### src/hw/rtl/gn3d_pkg.sv
`timescale 1ns / 1ps
// gn3d_pkg: shared types, widths and schedule steps of the gradient noise unit
// depends on nothing; imported by every module of the block
package gn3d_pkg;

  localparam int TABLE_SIZE_DEF = 256;
  localparam int FRAC_BITS_DEF  = 16;

  localparam int COORD_W = 24;
  localparam int GRAD_W  = 16;
  localparam int PERM_W  = 8;
  localparam int INDEX_W = 8;
  localparam int OUT_W   = 18;
  localparam int VAL_W   = 20;   // dot products and blends, signed q.15
  localparam int CNT_W   = 5;

  localparam int MUL_A_W_DEF = 22;
  localparam int MUL_B_W_DEF = 18;

  localparam logic signed [VAL_W-1:0] OUT_MAX = 20'sd131071;
  localparam logic signed [VAL_W-1:0] OUT_MIN = -20'sd131072;

  typedef enum logic [1:0] {
    OP_LOAD_PERM = 2'd0,
    OP_LOAD_GRAD = 2'd1,
    OP_SAMPLE    = 2'd2
  } op_t;

  typedef enum logic {
    ST_IDLE,
    ST_RUN
  } state_t;

  typedef struct packed {
    logic signed [GRAD_W-1:0] x;
    logic signed [GRAD_W-1:0] y;
    logic signed [GRAD_W-1:0] z;
  } grad_vec_t;

  typedef logic [CNT_W-1:0] step_t;

  // sample schedule
  localparam step_t STEP_Y_FIRST    = 5'd2;   // first y-level permutation read
  localparam step_t STEP_X_FIRST    = 5'd6;   // first x-level permutation read
  localparam step_t STEP_PERM_LAST  = 5'd13;
  localparam step_t STEP_FADE_LAST  = 5'd8;
  localparam step_t STEP_GRD_FIRST  = 5'd8;
  localparam step_t STEP_GRD_LAST   = 5'd15;
  localparam step_t STEP_GMUL_FIRST = 5'd9;
  localparam step_t STEP_GMUL_LAST  = 5'd16;
  localparam step_t STEP_DOT_FIRST  = 5'd10;
  localparam step_t STEP_DOT_LAST   = 5'd17;
  localparam step_t STEP_BX_A       = 5'd18;
  localparam step_t STEP_BX_B       = 5'd19;
  localparam step_t STEP_BY_A       = 5'd20;
  localparam step_t STEP_BY_B       = 5'd21;
  localparam step_t STEP_BY_END     = 5'd22;
  localparam step_t STEP_BZ         = 5'd23;
  localparam step_t STEP_LAST       = 5'd24;

endpackage

### src/hw/rtl/gn3d_mul_lane.sv
`timescale 1ns / 1ps
// gn3d_mul_lane: signed multiplier with registered product, loads only when enabled
// depends on gn3d_pkg for default widths
module gn3d_mul_lane import gn3d_pkg::*; #(
  parameter int A_W = MUL_A_W_DEF,
  parameter int B_W = MUL_B_W_DEF
) (
  input  logic                    clk,
  input  logic                    en,
  input  logic signed [A_W-1:0]   a,
  input  logic signed [B_W-1:0]   b,
  output logic signed [A_W+B_W-1:0] p
);

  always_ff @(posedge clk) begin
    if (en) begin
      p <= a * b;
    end
  end

endmodule
### config.mk
export PLATFORM = sky130hd
export DESIGN_NAME = gn3d_mul_lane
export DESIGN_NICKNAME = d
export VERILOG_FILES = /design/src/hw/rtl/gn3d_pkg.sv /design/src/hw/rtl/gn3d_mul_lane.sv
export SDC_FILE = /design/constraint.sdc
export NUM_CORES = 1
export LEC_CHECK = 0
export BUFFER_PORTS_ARGS = -buffer_cell sky130_fd_sc_hd__buf_2
export CORE_UTILIZATION = 40
export CTS_BUF_LIST = sky130_fd_sc_hd__clkbuf_16
export DETAILED_ROUTE_END_ITERATION = 12
export GPL_TIMING_DRIVEN = 0
export PLACE_DENSITY = 0.66
export RECOVER_POWER = 100
export SLEW_MARGIN = 15
export SYNTH_ARGS = -nofsm -noshare
export SYNTH_HDL_FRONTEND = slang
export SYNTH_SLANG_ARGS = --single-unit
### constraint.sdc
create_clock -name clk -period 6.75 [get_ports clk]
set_clock_uncertainty 0.15 [all_clocks]
set_input_delay 0.675 -clock clk [delete_from_list [all_inputs] [get_ports clk]]
set_output_delay 0.675 -clock clk [all_outputs]
set_load 0.05 [all_outputs]
==> impl_metrics.tcl <==
set metrics [dict create \
    status "finished, violations left" \
    violations "capacitance limit, slew limit" \
    synth-warning-count 0 \
    grt_pass1_wl_um 68100 \
    netlist_area_um2 15600 \
    hp-start "b[0]" \
    first_iter_violations 532 \
    cp_data_arrival_time_ps 6560 \
    finalHoldViolations 0 \
    clock_path_buffers 2 \
    syn_avg_cell_area_um2 9.37 \
    clk_pin_slew_ps 70 \
    ys_types 54 \
    clkSinkCount 40 \
    yosysMostFrequentCell "inv_1" \
    tritoncts "done" \
    die-area_um2 39900 \
    hold_depth 2 \
    synth_nets 2205 \
    max_freq_mhz 151 \
    portBuffers 68 \
    hpwl_um 35600 \
    rsz0062_at_grt "yes" \
    period_minus_slack_ps 6640 \
    detail_route.wirelength_um 42800 \
    largest_reg_flops 40 \
    crit_path_top_delay_cell "fa_1" \
    top_register "p" \
    setup_viol 0 \
    synth-async-reset-ratio_pct 0 \
    tightest_slew_ps 2310 \
    ctsRootBufferMaster "clkbuf_16" \
    start_util_pct 40.5 \
    ys_top_cells_by_area "fa_1 (50%), inv_1 (11%), ha_1 (8.1%), edfxtp_1 (7.7%), nand2_1 (6.1%)" \
    design_area_um2 17900 \
    hold_class "in -> reg" \
    fillers 3653 \
    slew-limit-headroom_pct -54.3 \
    io_pins 82 \
    gp_congestion 0.935 \
    holdBufCountCts 0 \
    critPathCapture "p[34]" \
    htreeDepth 2 \
    reg_top3 "p x40" \
    num_rows 72 \
    die-width_um 200 \
    required_ps 6660 \
    crit_path_cell_trace "clkbuf_4 -> buf_6 -> and2_1 -> fa_1 -> fa_1 -> fa_1 -> fa_1 -> fa_1 -> inv_1 -> fa_1 -> inv_2 -> ha_4 -> buf_6 -> nand4_1 -> inv_2 -> a221o_1 -> a31oi_4 -> buf_6 -> o41a_4 -> o21ai_4 -> o41ai_2 -> a41o_1" \
    die_height_um 200 \
    drt-wirelength-per-cell_um 18.6 \
    drt_pass1_iterations 5 \
    area_delta_synth_final_pct 14.3 \
    grt_pass1_vias 12600 \
    antenna_found_initial 2 \
    end_kind "flop" \
    dpl-instance-area_um2 16600 \
    antenna_cells 0 \
    slew_viol_final 41 \
    ant_nets 0 \
    core_um2 38600 \
    path_class "in -> reg" \
    slowest_delay_ps 600 \
    min_period_over_period_pct 98.4 \
    cp_common_cell "fa_1" \
    worstSetupStartpointType "input port" \
    yosysSeqAreaShare_pct 7.68 \
    holdWs_ps 588 \
    via_count 11500 \
    startpoint "b[15]" \
    grt_max_degree 41 \
    drcViolationCount 0 \
    nNetsFinal 2316 \
    yosysTopAreaCellShare_pct 50.3 \
    maxCapViolations 1 \
    synth-main-ff-cell "edfxtp_1" \
    multiInputGateArea_um2 12700 \
    synth_common_cells "inv_1 (444), fa_1 (393), nand2_1 (253)" \
    syn_inst 1669 \
    via_per_inst 4.99 \
    synth_top_area_cell "fa_1" \
    globalRoute.totalOverflow 0 \
    numCtsBuffers 5 \
    ys_ff_latch 40 \
    synth-edff-count 40 \
    crit_fanout 7 \
    register_area_um2 1200 \
    grt_usage_pct 22.8 \
    layout-drive-gt1-share_pct 11.0 \
]
[layout by cell type (no fill, tap or decap), types with 4 or more instances in the layout]
master / netlist / layout
a21o_1: 10 / 10
a21oi_1: 29 / 27
and2_1: 137 / 133
and3_1: 4 / 4
buf_12: 0 / 8
buf_2: 3 / 12
buf_4: 0 / 46
buf_6: 2 / 16
buf_8: 0 / 24
clkbuf_1: 69 / 41
clkbuf_16: 0 / 8
clkbuf_2: 0 / 5
clkbuf_4: 0 / 22
edfxtp_1: 40 / 40
fa_1: 393 / 388
fa_2: 0 / 5
ha_1: 101 / 94
ha_4: 0 / 5
inv_1: 444 / 439
inv_2: 0 / 4
nand2_1: 253 / 250
nand2b_1: 12 / 12
nand3_1: 9 / 9
nor2_1: 41 / 38
nor2b_1: 4 / 4
o211ai_1: 4 / 4
o21a_1: 4 / 4
o21ai_0: 19 / 18
xnor2_1: 29 / 29
xor2_1: 6 / 6
[critical path: cells and delay by family]
kind | cells | cell delay (ps)
simple gates | 2 | 290
compound gates | 6 | 1340
fa+ha+maj | 7 | 3480
buf+inv | 7 | 770
[layer usage]
metal | global-route usage, % | routed length [um]
met5 | 0 | 31
met4 | 8.51 | 1300
met3 | 4.44 | 2870
met2 | 40.0 | 21900
met1 | 27.7 | 16800
[area by class of cell]
class                      count  area share [%]
sequential                    40            6.72
clock buffer                   5           0.700
buffer                        73            4.63
inverter                     444            9.34
multi-input combinational   1110            70.8
clock inverter                 3           0.105
tap                          518            3.62
timing repair buffer         106            4.05
[cell families after synthesis]
logic type                 count (synthesis)  share of synthesized area, %
and+or+nand+nor                          472                          14.1
DFF                                       40                          7.68
AOI/OAI and AO/OA                        108                          5.21
adders and majority gates                494                          58.4
buffers and inverters                    519                          12.6
xor gates and xnor gates                  35                          1.96
muxes                                      1                        0.0640
[how the worst min path moves through the flow]
stage	to	slack, ps
2_1_floorplan	p[0]	640
6_report	p[0]	590
5_1_grt	p[0]	600
3_5_place_dp	p[0]	910
3_3_place_gp	p[0]	910
4_1_cts	p[0]	580
[what timing repair did]
item / 4_1_cts / 5_1_grt
gates cloned: 0 / 2
setup endpoints to repair: 18 / 12
hold endpoints to repair: 0 / 0
pin swaps: 5 / 28
buffers inserted: 6 / 30
resized for setup: 144 / 200
[through the flow]
step                utilization, %  TNS [ps]  worst slack (ps)  cells
floorplan                        -         0              76.6   1669
global placement              43.0    -17150             -1610   2255
detailed placement            43.0    -18270             -1650   2255
CTS                           44.5     -32.2             -28.9   2268
global route                  46.3      -141             -64.2   2299
finish                        46.3         0               107   2299
Power is left out: the tool's default activity adds up to more than one toggle a clock period on the data nets, which glitch-free logic cannot reach.
