`src/hw/rtl/gn3d_pkg.sv`:
```
`timescale 1ns / 1ps
// gn3d_pkg: shared types, widths and schedule steps of the gradient noise unit
// depends on nothing; imported by every module of the block
package gn3d_pkg;

  localparam int TABLE_SIZE_DEF = 256;
  localparam int FRAC_BITS_DEF  = 16;

  localparam int COORD_W = 24;
  localparam int GRAD_W  = 16;
  localparam int PERM_W  = 8;
  localparam int INDEX_W = 8;
  localparam int OUT_W   = 18;
  localparam int VAL_W   = 20;   // dot products and blends, signed q.15
  localparam int CNT_W   = 5;

  localparam int MUL_A_W_DEF = 22;
  localparam int MUL_B_W_DEF = 18;

  localparam logic signed [VAL_W-1:0] OUT_MAX = 20'sd131071;
  localparam logic signed [VAL_W-1:0] OUT_MIN = -20'sd131072;

  typedef enum logic [1:0] {
    OP_LOAD_PERM = 2'd0,
    OP_LOAD_GRAD = 2'd1,
    OP_SAMPLE    = 2'd2
  } op_t;

  typedef enum logic {
    ST_IDLE,
    ST_RUN
  } state_t;

  typedef struct packed {
    logic signed [GRAD_W-1:0] x;
    logic signed [GRAD_W-1:0] y;
    logic signed [GRAD_W-1:0] z;
  } grad_vec_t;

  typedef logic [CNT_W-1:0] step_t;

  // sample schedule
  localparam step_t STEP_Y_FIRST    = 5'd2;   // first y-level permutation read
  localparam step_t STEP_X_FIRST    = 5'd6;   // first x-level permutation read
  localparam step_t STEP_PERM_LAST  = 5'd13;
  localparam step_t STEP_FADE_LAST  = 5'd8;
  localparam step_t STEP_GRD_FIRST  = 5'd8;
  localparam step_t STEP_GRD_LAST   = 5'd15;
  localparam step_t STEP_GMUL_FIRST = 5'd9;
  localparam step_t STEP_GMUL_LAST  = 5'd16;
  localparam step_t STEP_DOT_FIRST  = 5'd10;
  localparam step_t STEP_DOT_LAST   = 5'd17;
  localparam step_t STEP_BX_A       = 5'd18;
  localparam step_t STEP_BX_B       = 5'd19;
  localparam step_t STEP_BY_A       = 5'd20;
  localparam step_t STEP_BY_B       = 5'd21;
  localparam step_t STEP_BY_END     = 5'd22;
  localparam step_t STEP_BZ         = 5'd23;
  localparam step_t STEP_LAST       = 5'd24;

endpackage

```
`src/hw/rtl/gn3d_spram.sv`:
```
`timescale 1ns / 1ps
// gn3d_spram: single-port synchronous table memory, read-first, registered read data
// depends on gn3d_pkg for default sizes
module gn3d_spram import gn3d_pkg::*; #(
  parameter int WIDTH  = PERM_W,
  parameter int DEPTH  = TABLE_SIZE_DEF,
  parameter int ADDR_W = $clog2(DEPTH)
) (
  input  logic              clk,
  input  logic              we,
  input  logic [ADDR_W-1:0] addr,
  input  logic [WIDTH-1:0]  wdata,
  output logic [WIDTH-1:0]  rdata
);

  logic [WIDTH-1:0] mem [DEPTH];

  always_ff @(posedge clk) begin
    if (we) begin
      mem[addr] <= wdata;
    end
    rdata <= mem[addr];
  end

endmodule

```
`config.mk`:
```
export PLATFORM = sky130hd
export DESIGN_NAME = gn3d_spram
export DESIGN_NICKNAME = d
export VERILOG_FILES = /design/src/hw/rtl/gn3d_pkg.sv /design/src/hw/rtl/gn3d_spram.sv
export SDC_FILE = /design/constraint.sdc
export NUM_CORES = 2
export LEC_CHECK = 0
export BUFFER_PORTS_ARGS = -buffer_cell sky130_fd_sc_hd__buf_2
export CAP_MARGIN = 10
export CORE_AREA = 2 2 446 360
export DETAILED_ROUTE_END_ITERATION = 8
export DIE_AREA = 0 0 448 362
export HOLD_SLACK_MARGIN = 0.02
export PLACE_DENSITY = 0.67
export SYNTH_ARGS = -nofsm -noshare
export SYNTH_HDL_FRONTEND = slang
export SYNTH_SLANG_ARGS = --single-unit
```
`constraint.sdc`:
```
create_clock -name clk -period 2.9 [get_ports clk]
set_input_delay 0.58 -clock clk [delete_from_list [all_inputs] [get_ports clk]]
set_output_delay 0.58 -clock clk [all_outputs]
set_load 0.03 [all_outputs]
```
==> qor.yml <==
global_routing:
  grt_max_degree: 91
  gr-usage-met2_pct: 35.9
  grt.met1_usage_pct: 35.3
  use_met3_pct: 5.80
  grt_pass1_vias: 39500
  grt_pass1_wl_mm: 278
  grt_overflow: 0
  busiest_layer: "met2"
  antenna_found_initial: 9
  grt_util_all_layers_pct: 23.9
final_layout:
  finalNonFillerCells: 6389
  drive_gt1_share_pct: 32.5
  regArea_um2: 61700
  finish.instance_area_um2: 91900
  fin_nets: 4125
  syn_to_final_growth_pct: 17.0
  fillCellCount: 11200
  multiInputGateArea_um2: 15800
  utilization_pct: 58.1
yosys:
  yosys.area_share.adder_pct: 0
  synth_top_flop_cell: "edfxtp_1"
  synth_top_family_by_area: "multiplexers"
  synth_nets: 3565
  synth_xor_area_share_pct: 0
  yosysTopAreaCell: "edfxtp_1"
  syn_inst: 3547
  ys_seq_elements: 2056
  yosys-top-cells-count: "edfxtp_1 (2048), mux4_2 (512), a22oi_1 (256)"
  yosysSeqAreaShare_pct: 78.6
  yosysTopAreaCellShare_pct: 78.3
  yosysWarningCount: 0
  synth-edff-count: 2048
  synthesis.area_per_instance_um2: 22.1
  synthMuxAreaShare_pct: 14.7
  synth-compound-area-share_pct: 3.62
  netlist_area_um2: 78500
  netlist_top_cells_area: "edfxtp_1 (78%), mux4_2 (15%), a22oi_1 (2.4%), nor2_1 (1.1%), a21oi_1 (0.82%)"
  yosysMostFrequentCell: "edfxtp_1"
  synthArstFlopShare_pct: 0
  synth_cell_types: 22
  yosys.area_share.simple_pct: 1.73
power_and_ir_drop:
  pwr-share-comb_pct: 5.2
  static-leakage-power_nw: 29.0
  power.density_nw_per_um2: 656
  ir_drop_mv: 0.577
  intPower_mw: 47.8
  switching_share_pct: 20.8
  switchingPower_mw: 12.5
  clkPwrFrac_pct: 40.4
  power_frac_seq_pct: 54.4
die:
  ios: 26
  core_um2: 158000
  std_cell_rows: 131
  start_util_pct: 49.7
  die_h_um: 362
  dieArea_um2: 162000
  die_w_um: 448
sta:
  hold_viol: 0
  clock_skew_ns: 0.0299
  holdWs_ns: 0.150
  slew_headroom_pct: 35.6
  setup_violations: 0
  fmax_ghz: 0.366
  worst_pin_slew_ns: 0.963
  worst_slack_ns: 0.166
  finalCritPeriodShare_pct: 94.3
  rsz0062_at_grt: "false"
  slew_violations: 0
  fin_crit_ns: 2.73
place:
  dpl_cell_area_um2: 85800
  gp_congestion: 0.848
  portBuffers: 25
  place_ws_ns: -1.03
  place_hpwl_mm: 121
  placedCellCount: 6043
cts:
  root_buffer: "clkbuf_16"
  cts_tree: "built"
  cts_inserted_buffers: 190
  htreeDepth: 4
  clk_latency_ns: 0.82
  postCtsSetupRepairBufs: 0
  cts_sinks: 2056
  cts_buffer_depth: 3
  cts_hold_buf: 0
  clk_pin_slew_ns: 0.06
drt:
  via_per_inst: 6.15
  drc_errors: 0
  avgRoutedWirePerCell_um: 29.9
  postRouteWirelength_mm: 191
  firstDrtPassIters: 7
  drtIter0Drc: 5474
  vias: 39300
  ant_nets: 0
run:
  drv_cap: 0
setup_path:
  cp_data_arrival_time_ns: 3.40
  end_kind: "flip-flop"
  critPathRequiredTime_ns: 3.56
  path_buf_inv: 3
  path_cells: "buf_8, buf_12, buf_4, mux4_2, a22oi_1, a21oi_1, o41ai_2, nand4_1"
  worstPathMaxFanout: 12
  crit_family: "compound AO/OA/AOI/OAI gates"
  slowest_delay_ns: 0.80
  cp-start-kind: "input port"
  cp_slowest_cell: "o41ai_2"
  path_class: "input port to flip-flop"
worst_hold_path:
  hold_path_class: "input port to flip-flop"
status:
  status: "completed"
flip-flops by register name, indices dropped and copies added, names as in the netlist:
name / count
mem: 2048
rdata: 8
worst paths after layout:
path / cells past startpoint / end / slack, ns / start
worst max-delay path: 8 / rdata[6] / 0.17 / addr[0]
worst min-delay path: 1 / mem[214][2] / 0.15 / wdata[2]
worst max register to register: 7 / rdata[7] / 0.24 / mem[248][7]
worst min register to register: 5 / rdata[0] / 1.00 / mem[59][0]
layout make-up:
class                      instances  area share, %
clock buffer                     244           5.63
antenna                            3        0.00817
multi-input combinational       1258           17.2
sequential                      2056           67.1
timing repair buffer             600           6.22
inverter                           1        0.00409
tap                             2128           2.90
clock inverter                    99          0.908
per-layer routing:
| metal | vias up | share of wire, % |
|---|---|---|
| met5 | - | 0.018 |
| met4 | 6 | 2.7 |
| met3 | 302 | 11 |
| met2 | 1990 | 46 |
| met1 | 20800 | 40 |
| li1 | 16200 | - |
worst reg2reg max path, delay by kind of cell (launching register included):
kind	cells	cell delay, ns
simple gates	1	0.09
flops	1	0.37
mux	1	0.47
buf+inv	2	0.41
compound gates	3	1.19
through the flow:
step | power, mW | TNS [ns]
3_3_place_gp | 36.6 | -7.76
2_1_floorplan | 34.9 | 0
4_1_cts | 60.7 | 0
3_5_place_dp | 36.6 | -8.53
6_report | 60.3 | 0
5_1_grt | 62.0 | 0
placed cells by master, fill, tap and decap left out, types with 26 or more instances in the layout:
| cell | count |
|---|---|
| edfxtp_1 | 2048 |
| mux4_2 | 512 |
| buf_4 | 481 |
| a22oi_1 | 256 |
| nor2_1 | 231 |
| clkbuf_16 | 198 |
| a21oi_1 | 128 |
| buf_12 | 94 |
| clkinv_1 | 47 |
| clkbuf_1 | 42 |
| nor3_1 | 30 |
| nand2_1 | 28 |
| o41ai_1 | 28 |
| clkinv_2 | 26 |
kinds of logic after synthesis:
family	count (synthesis)
DFF	2056
and+or+nand+nor	330
buffers and inverters	233
AOI/OAI and AO/OA	416
muxes	512
timing repair:
action | in CTS | in global routing
hold endpoints to repair | 0 | 0
gates resized for setup | 1 | 2
endpoints found under the setup margin | 1 | 2
power groups by stage:
stage | Combinational [mW] | Sequential [mW] | Clock [mW]
floorplan | 1.46 | 33.4 | 0
global placement | 3.13 | 33.4 | 0
detailed placement | 3.16 | 33.4 | 0
CTS | 3.17 | 32.8 | 24.7
global route | 3.33 | 32.8 | 25.9
finish | 3.16 | 32.8 | 24.3
(Power assumes the default switching activity.)
